==> src/hdl/c2u_pkg.sv <==
// ----------------------------------------------------------------------------
// c2u_pkg
// Shared constants, types and calendar tables for the calendar to Unix seconds
// converter.
// ----------------------------------------------------------------------------
package c2u_pkg;

    // calendar limits
    localparam int unsigned C_UNIX_FIRST_YEAR = 1970;
    localparam int unsigned C_UNIX_LAST_YEAR  = 2106;
    localparam int unsigned C_WDAY_FIRST_YEAR = 2000;
    localparam int unsigned C_WDAY_LAST_YEAR  = 2199;
    localparam int unsigned C_NO_LEAP_YEAR    = 2100;

    // time constants
    localparam int unsigned C_SECS_PER_DAY  = 86400;
    localparam int unsigned C_SECS_PER_HOUR = 3600;
    localparam int unsigned C_SECS_PER_MIN  = 60;
    localparam int unsigned C_DAYS_PER_YEAR = 365;

    // weekday of day zero of the weekday count is saturday: offset before mod 7
    localparam int unsigned C_WDAY_OFFSET = 5;

    // reciprocal of 7 for the mod 7 unit: ceil(2^20 / 7), exact below 2^18
    localparam int unsigned C_MOD7_SHIFT = 20;
    localparam int unsigned C_MOD7_MULT  = ((1 << C_MOD7_SHIFT) + 6) / 7;

    // widths
    localparam int unsigned C_DAYS_W = 17;
    localparam int unsigned C_TOD_W  = 17;
    localparam int unsigned C_SECS_W = 33;

    // decoded date between the first and second stage
    typedef struct packed {
        logic                valid;
        logic                unix_range;
        logic                wday_range;
        logic [C_DAYS_W-1:0] days_unix;
        logic [C_DAYS_W-1:0] days_wday;
        logic [C_TOD_W-1:0]  tod_secs;
    } t_c2u_date;

    // days in the year before the first of a month, month 1..12
    function automatic logic [8:0] days_before_month(input logic [3:0] month);
        logic [8:0] days;
        case (month)
            4'd1:    days = 9'd0;
            4'd2:    days = 9'd31;
            4'd3:    days = 9'd59;
            4'd4:    days = 9'd90;
            4'd5:    days = 9'd120;
            4'd6:    days = 9'd151;
            4'd7:    days = 9'd181;
            4'd8:    days = 9'd212;
            4'd9:    days = 9'd243;
            4'd10:   days = 9'd273;
            4'd11:   days = 9'd304;
            4'd12:   days = 9'd334;
            default: days = 9'd0;
        endcase
        return days;
    endfunction

    // length of a month, 0 for a month number out of range
    function automatic logic [4:0] month_length(input logic [3:0] month,
                                                input logic       leap);
        logic [4:0] len;
        case (month)
            4'd1, 4'd3, 4'd5, 4'd7, 4'd8, 4'd10, 4'd12: len = 5'd31;
            4'd4, 4'd6, 4'd9, 4'd11:                    len = 5'd30;
            4'd2:    len = leap ? 5'd29 : 5'd28;
            default: len = 5'd0;
        endcase
        return len;
    endfunction

endpackage

==> src/hdl/calendar_to_unix_seconds.sv <==
// ----------------------------------------------------------------------------
// calendar_to_unix_seconds
// Converts a calendar date and time of day to a 32-bit Unix seconds count, a
// validity flag and the weekday (1 = monday .. 7 = sunday).
//
//   channel   direction  handshake         payload
//   request   in         i_valid/o_stall   year, month, day, hour, minute, second
//   result    out        o_valid/i_stall   datetime_valid, unix_seconds, weekday
//
// One request per cycle while the result channel is not stalled; a request passes
// through an input register, a stage for the day counts (multiply by 365), and the result
// register fed by the multiply by 86400 and the mod 7 reciprocal multiply.
// Reset clears the stage valids only. A stalled result holds the pipeline
// from the back; empty stages keep accepting while the output waits.
// ----------------------------------------------------------------------------
module calendar_to_unix_seconds (
    input  logic        i_clk,
    input  logic        i_rst_n,
    // request channel
    input  logic        i_valid,
    output logic        o_stall,
    input  logic [15:0] i_year_value,
    input  logic [7:0]  i_month_value,
    input  logic [7:0]  i_day_value,
    input  logic [7:0]  i_hour_value,
    input  logic [7:0]  i_minute_value,
    input  logic [7:0]  i_second_value,
    // result channel
    output logic        o_valid,
    input  logic        i_stall,
    output logic        o_datetime_valid,
    output logic [31:0] o_unix_seconds,
    output logic [2:0]  o_weekday_number
);

    localparam int unsigned C_MOD7_PROD_W = c2u_pkg::C_DAYS_W + 18;

    // stage valids
    logic r_s1_valid;
    logic r_s2_valid;
    logic r_out_valid;

    // input register
    logic [15:0] r_year;
    logic [7:0]  r_month;
    logic [7:0]  r_day;
    logic [7:0]  r_hour;
    logic [7:0]  r_minute;
    logic [7:0]  r_second;

    // day count register and result register
    c2u_pkg::t_c2u_date r_date;
    c2u_pkg::t_c2u_date n_date;
    logic               r_dt_valid;
    logic [31:0]        r_unix;
    logic [2:0]         r_wday;

    logic                          out_free;
    logic                          s2_free;
    logic                          s1_free;
    logic [c2u_pkg::C_SECS_W-1:0]  secs_sum;
    logic [c2u_pkg::C_DAYS_W-1:0]  wday_days;
    logic [C_MOD7_PROD_W-1:0]      mod7_prod;
    logic [c2u_pkg::C_DAYS_W-1:0]  mod7_quot;
    logic [c2u_pkg::C_DAYS_W-1:0]  mod7_rem;
    logic [31:0]                   n_unix;
    logic [2:0]                    n_wday;

    // pipeline flow: a stage loads when it is empty or its content moves on
    assign out_free = !r_out_valid || !i_stall;
    assign s2_free  = !r_s2_valid || out_free;
    assign s1_free  = !r_s1_valid || s2_free;
    assign o_stall  = !s1_free;

    // stage valids
    always_ff @(posedge i_clk) begin
        if (!i_rst_n) begin
            r_s1_valid  <= 1'b0;
            r_s2_valid  <= 1'b0;
            r_out_valid <= 1'b0;
        end else begin
            if (s1_free) begin
                r_s1_valid <= i_valid;
            end
            if (s2_free) begin
                r_s2_valid <= r_s1_valid;
            end
            if (out_free) begin
                r_out_valid <= r_s2_valid;
            end
        end
    end

    // input register
    always_ff @(posedge i_clk) begin
        if (s1_free && i_valid) begin
            r_year   <= i_year_value;
            r_month  <= i_month_value;
            r_day    <= i_day_value;
            r_hour   <= i_hour_value;
            r_minute <= i_minute_value;
            r_second <= i_second_value;
        end
    end

    // range checks and day counts
    c2u_date_calc u_date_calc (
        .i_year   (r_year),
        .i_month  (r_month),
        .i_day    (r_day),
        .i_hour   (r_hour),
        .i_minute (r_minute),
        .i_second (r_second),
        .o_date   (n_date)
    );

    always_ff @(posedge i_clk) begin
        if (s2_free && r_s1_valid) begin
            r_date <= n_date;
        end
    end

    // seconds since the epoch, overflow shows in the top bit
    assign secs_sum = c2u_pkg::C_SECS_W'(r_date.days_unix)
                    * c2u_pkg::C_SECS_W'(c2u_pkg::C_SECS_PER_DAY)
                    + c2u_pkg::C_SECS_W'(r_date.tod_secs);

    assign n_unix = (r_date.valid && r_date.unix_range && !secs_sum[c2u_pkg::C_SECS_W-1])
                  ? secs_sum[31:0] : 32'd0;

    // weekday: (days + 5) mod 7 through a reciprocal multiply
    assign wday_days = r_date.days_wday + c2u_pkg::C_DAYS_W'(c2u_pkg::C_WDAY_OFFSET);
    assign mod7_prod = C_MOD7_PROD_W'(wday_days) * C_MOD7_PROD_W'(c2u_pkg::C_MOD7_MULT);
    assign mod7_quot = c2u_pkg::C_DAYS_W'(mod7_prod >> c2u_pkg::C_MOD7_SHIFT);
    assign mod7_rem  = wday_days - c2u_pkg::C_DAYS_W'(mod7_quot * c2u_pkg::C_DAYS_W'(7));

    assign n_wday = (r_date.valid && r_date.wday_range) ? (mod7_rem[2:0] + 3'd1) : 3'd0;

    // result register
    always_ff @(posedge i_clk) begin
        if (out_free && r_s2_valid) begin
            r_dt_valid <= r_date.valid;
            r_unix     <= n_unix;
            r_wday     <= n_wday;
        end
    end

    assign o_valid          = r_out_valid;
    assign o_datetime_valid = r_dt_valid;
    assign o_unix_seconds   = r_unix;
    assign o_weekday_number = r_wday;

endmodule

==> src/hdl/c2u_date_calc.sv <==
// ----------------------------------------------------------------------------
// c2u_date_calc
// Range checks and closed-form day counts for one calendar request: days since
// 1970-01-01, days since 2000-01-01 and seconds into the day.
// ----------------------------------------------------------------------------
module c2u_date_calc (
    input  logic [15:0]          i_year,
    input  logic [7:0]           i_month,
    input  logic [7:0]           i_day,
    input  logic [7:0]           i_hour,
    input  logic [7:0]           i_minute,
    input  logic [7:0]           i_second,
    output c2u_pkg::t_c2u_date   o_date
);

    logic        leap;
    logic        after_skip;
    logic        month_ok;
    logic [3:0]  month_idx;
    logic [4:0]  month_len;
    logic [8:0]  day_of_year;
    logic [15:0] year_off_unix;
    logic [15:0] year_off_wday;
    logic [7:0]  k_unix;
    logic [7:0]  k_wday;
    logic [6:0]  leaps_unix;
    logic [6:0]  leaps_wday;

    // leap rule: divisible by 4, except the one skipped year
    assign leap       = (i_year[1:0] == 2'b00) && (i_year != 16'(c2u_pkg::C_NO_LEAP_YEAR));
    assign after_skip = i_year > 16'(c2u_pkg::C_NO_LEAP_YEAR);

    // field range checks
    assign month_ok  = (i_month >= 8'd1) && (i_month <= 8'd12);
    assign month_idx = month_ok ? i_month[3:0] : 4'd0;
    assign month_len = c2u_pkg::month_length(month_idx, leap);

    assign o_date.valid = month_ok && (i_day >= 8'd1) && (i_day <= {3'b000, month_len})
                       && (i_hour < 8'd24) && (i_minute < 8'd60) && (i_second < 8'd60);

    assign o_date.unix_range = (i_year >= 16'(c2u_pkg::C_UNIX_FIRST_YEAR))
                            && (i_year <= 16'(c2u_pkg::C_UNIX_LAST_YEAR));
    assign o_date.wday_range = (i_year >= 16'(c2u_pkg::C_WDAY_FIRST_YEAR))
                            && (i_year <= 16'(c2u_pkg::C_WDAY_LAST_YEAR));

    // day within the year, extra day after february of a leap year
    assign day_of_year = c2u_pkg::days_before_month(month_idx) + {1'b0, i_day} - 9'd1
                       + {8'd0, (month_idx > 4'd2) && leap};

    // year offsets, only meaningful inside their ranges
    assign year_off_unix = i_year - 16'(c2u_pkg::C_UNIX_FIRST_YEAR);
    assign year_off_wday = i_year - 16'(c2u_pkg::C_WDAY_FIRST_YEAR);
    assign k_unix        = year_off_unix[7:0];
    assign k_wday        = year_off_wday[7:0];

    // leap days passed since the base year (1972 and 2000 are multiples of 4)
    assign leaps_unix = 7'(({1'b0, k_unix} + 9'd1) >> 2) - {6'd0, after_skip};
    assign leaps_wday = 7'(({1'b0, k_wday} + 9'd3) >> 2) - {6'd0, after_skip};

    // elapsed days since each base date
    assign o_date.days_unix = c2u_pkg::C_DAYS_W'(k_unix) * c2u_pkg::C_DAYS_W'(c2u_pkg::C_DAYS_PER_YEAR)
                            + c2u_pkg::C_DAYS_W'(leaps_unix) + c2u_pkg::C_DAYS_W'(day_of_year);
    assign o_date.days_wday = c2u_pkg::C_DAYS_W'(k_wday) * c2u_pkg::C_DAYS_W'(c2u_pkg::C_DAYS_PER_YEAR)
                            + c2u_pkg::C_DAYS_W'(leaps_wday) + c2u_pkg::C_DAYS_W'(day_of_year);

    // seconds into the day
    assign o_date.tod_secs =
          c2u_pkg::C_TOD_W'(i_hour[4:0])   * c2u_pkg::C_TOD_W'(c2u_pkg::C_SECS_PER_HOUR)
        + c2u_pkg::C_TOD_W'(i_minute[5:0]) * c2u_pkg::C_TOD_W'(c2u_pkg::C_SECS_PER_MIN)
        + c2u_pkg::C_TOD_W'(i_second[5:0]);

endmodule
==> config.mk <==
export PLATFORM = sky130hd
export DESIGN_NAME = calendar_to_unix_seconds
export DESIGN_NICKNAME = d
export VERILOG_FILES = /design/src/hdl/c2u_pkg.sv /design/src/hdl/calendar_to_unix_seconds.sv /design/src/hdl/c2u_date_calc.sv
export SDC_FILE = /design/constraint.sdc
export NUM_CORES = 1
export LEC_CHECK = 0
export BUFFER_PORTS_ARGS = -buffer_cell sky130_fd_sc_hd__buf_2
export CAP_MARGIN = 40
export CORE_AREA = 5 5 195 178
export CTS_BUF_LIST = sky130_fd_sc_hd__clkbuf_8
export DETAILED_ROUTE_END_ITERATION = 16
export DIE_AREA = 0 0 200 183
export PLACE_DENSITY = 0.88
export REMOVE_ABC_BUFFERS = 1
export SLEW_MARGIN = 30
export SYNTH_ARGS = -nofsm -noshare
export SYNTH_HDL_FRONTEND = slang
export SYNTH_SLANG_ARGS = --single-unit
==> constraint.sdc <==
create_clock -name i_clk -period 7.8 [get_ports i_clk]
set_input_delay 1.17 -clock i_clk [delete_from_list [all_inputs] [get_ports i_clk]]
set_output_delay 1.17 -clock i_clk [all_outputs]
set_load 0.03 [all_outputs]
==> flow_summary_export.csv <==
group,metric,value,unit
outcome,outcome,"completed",
synth,async_flop_share,0,%
grt,grt_pass1_wl,64800,um
route,drc,0,
clocking,numCtsBuffers,17,
route,vias,13131,
synth,netlist.area_leader.share,26.3,%
sta,finClkSkew,0.0328,ns
synth,synth_xor_area_share,7.11,%
synth,yosysWarnings,0,
route,totalWireLength,37900,um
sta,worst_slew_pin_slew,0.728,ns
route,ant_nets,0,
cells_and_area,final_area,0.0207,mm^2
cells_and_area,final_nets,2593,
synth,synth_cells,1836,
critical_path,path_common_cell,"ha_1",
flow_run,max_cap_viol_count,0,
synth,synthesis.area,0.0189,mm^2
clocking,cts.root.buffer_cell,"clkbuf_8",
clocking,h-tree-depth,4,
synth,avgSynthCellArea,10.3,um^2
critical_path,ff2ff_path_depth,30,
synth,synth_area_leaders,"ha_1, edfxtp_1, fa_1",
sta,setup_viol,0,
sta,slew_headroom,50.2,%
synth,ys.flop_type,"edfxtp_1",
cells_and_area,drive_gt1_share,12.8,%
route,wire_per_inst,15.7,um
synth,synth.most_common_cell,"inv_1",
critical_path,crit_fanout,6,
critical_path,arrival,7.73,ns
sta,fmax,134,MHz
synth,ys_seq_elements,149,
synth,synth_edf_count,146,
synth,synth-simple-area-share,8.07,%
place,globalplace.congestion,0.918,
sta,fin_tns_setup,0,ns
synth,ys_seq_area_share,23.5,%
clocking,clockBufferDepth,2,
critical_path,max_stage_delay,0.56,ns
clocking,ctsHoldBuffers,0,
floorplan,die_height,183,um
critical_path,critPathKind,"reg2reg",
place,placed_cell_area,0.0201,mm^2
synth,synth_top_family_by_area,"adder cells",
route,via_per_inst,5.44,
synth,post_synth_mux_area_share,0.417,%
floorplan,core-area,0.0325,mm^2
synth,synth_top_area_cell,"ha_1",
grt,grt_max_degree,57,
route,drt_iter0_markers,713,
clocking,clock-sinks,149,
floorplan,row_count,63,
grt,grt_usage,21.4,%
synth,synth_compound_area_share,9.51,%
critical_path,crit_slowest_cell,"fa_1",
synth,synth_fa_ha_area_share,42.8,%
grt,grt-ovfl-total,0,
route,drt_first_pass_iters,7,
hold_path,hold_path.class,"reg2reg",
synth,synth.cells.most_frequent,"inv_1, ha_1, fa_1, edfxtp_1, xnor2_1",
cells_and_area,fillers,2437,
sta,hold_viol,0,
sta,timing.final.max_slew_violations,0,
clocking,cts_tree,"built",
sta,fin_crit,7.48,ns
floorplan,dieWidth,200,um
floorplan,start_util,58.2,%
critical_path,cp_num_buf_inv,2,
critical_path,endpoint_kind,"register",
synth,synth_cell_types,83,
cells_and_area,syn_to_final_growth,9.55,%
critical_path,path_delay_family,"adder cells",
place,dp_hpwl,31400,um
clocking,worstSkewPairLatency,0.51,ns
grt,antenna_found_initial,0,
floorplan,die_area,0.0366,mm^2
critical_path,crit_cells,30,
sta,period_share,95.9,%
place,port_buffers,97,
sta,holdWs,0.424,ns
grt,grt_pass1_vias,13971,
critical_path,worst_setup_path_start_kind,"register",
hold_path,hold_path_depth,0,
floorplan,io_pins,98,
clocking,clkSlewWorstSetupHoldPaths,0.09,ns
critical_path,worstPathRequired,8.04,ns
[area by class of cell]
| cell class | count | area, um^2 | area share (%) |
|---|---|---|---|
| diodes | 1 | 2.50 | 0.0121 |
| clock buffers | 17 | 234 | 1.13 |
| clock inverters | 15 | 125 | 0.604 |
| inverters | 416 | 1560 | 7.54 |
| multi-input cells | 1260 | 13000 | 62.9 |
| flip-flops and latches | 149 | 4440 | 21.5 |
| well taps | 422 | 528 | 2.55 |
| repair buffers | 136 | 783 | 3.78 |
[flip-flops by register name, summed over array words and instances (netlist names)]
register and flops:
r_s1_valid 1, o_unix_seconds 32, r_day 8, r_hour 8, r_minute 8, r_second 8
r_year 16, o_weekday_number 3, r_date 54, o_datetime_valid 1, r_s2_valid 1, o_valid 1
r_month 8
[logic make-up (layout without fill, tap and decap cells)]
family / after synthesis / count (layout)
XOR/XNOR: 151 / 151
buffers and inverters: 427 / 584
flip-flops: 149 / 149
other: 0 / 1
adder cells (fa/ha/maj): 553 / 553
multiplexers: 6 / 6
AND/OR/NAND/NOR: 290 / 290
AO/OA/AOI/OAI: 260 / 260
[through the flow]
step	instances	util, %	worst slack, ns
6_report	2416	63.8	0.317
4_1_cts	2402	63.0	0.0165
5_1_grt	2415	63.8	-0.0785
3_5_place_dp	2369	61.9	-0.0483
2_1_floorplan	1825	-	0.362
3_3_place_gp	2368	61.8	0.266
[path summary, 6_finish.rpt]
| kind | start | to | slack [ns] |
|---|---|---|---|
| max | r_month[5] | r_date[50] | 0.32 |
| max reg2reg | r_month[5] | r_date[50] | 0.32 |
| min | r_second[1] | r_date[1] | 0.42 |
| min reg2reg | r_second[1] | r_date[1] | 0.42 |
[timing repair]
item | 4_1_cts | 5_1_grt
setup buffers | 1 | 12
pin swaps | 1 | 20
resized for setup | 3 | 32
endpoints found under the setup margin | 3 | 11
[per-layer routing]
metal | wire length, um | vias up | track usage [%]
met3 | 1830 | 103 | 3.16
met4 | 1100 | 0 | 6.95
met1 | 16300 | 6257 | 28.3
met2 | 18700 | 367 | 36.4
li1 | - | 6404 | -
met5 | 0 | - | 0
[cell usage in the layout, fill, tap and decap left out, types with 6 or more instances in the layout]
| cell type | synthesis | routed |
|---|---|---|
| a211oi_1 | 10 | 7 |
| a21o_1 | 23 | 23 |
| a21oi_1 | 79 | 73 |
| a21oi_2 | 1 | 7 |
| a31oi_1 | 7 | 7 |
| and2_1 | 8 | 8 |
| and3_1 | 10 | 9 |
| buf_2 | 0 | 97 |
| buf_4 | 1 | 37 |
| clkbuf_8 | 0 | 17 |
| edfxtp_1 | 146 | 146 |
| fa_1 | 156 | 155 |
| ha_1 | 397 | 390 |
| inv_1 | 416 | 417 |
| nand2_1 | 59 | 58 |
| nand2b_1 | 10 | 10 |
| nand3_1 | 21 | 21 |
| nand3b_1 | 8 | 8 |
| nand4_1 | 7 | 7 |
| nor2_1 | 60 | 57 |
| nor2_2 | 30 | 33 |
| nor2b_1 | 18 | 16 |
| nor3_1 | 21 | 20 |
| nor4_1 | 9 | 8 |
| o211ai_1 | 9 | 9 |
| o21a_1 | 16 | 16 |
| o21ai_0 | 40 | 38 |
| o21ai_1 | 5 | 6 |
| o21bai_1 | 21 | 21 |
| or3_1 | 10 | 10 |
| xnor2_1 | 103 | 101 |
| xor2_1 | 46 | 45 |
Power is left out: the tool's default activity adds up to more than one toggle a clock period on the data nets, which glitch-free logic cannot reach.
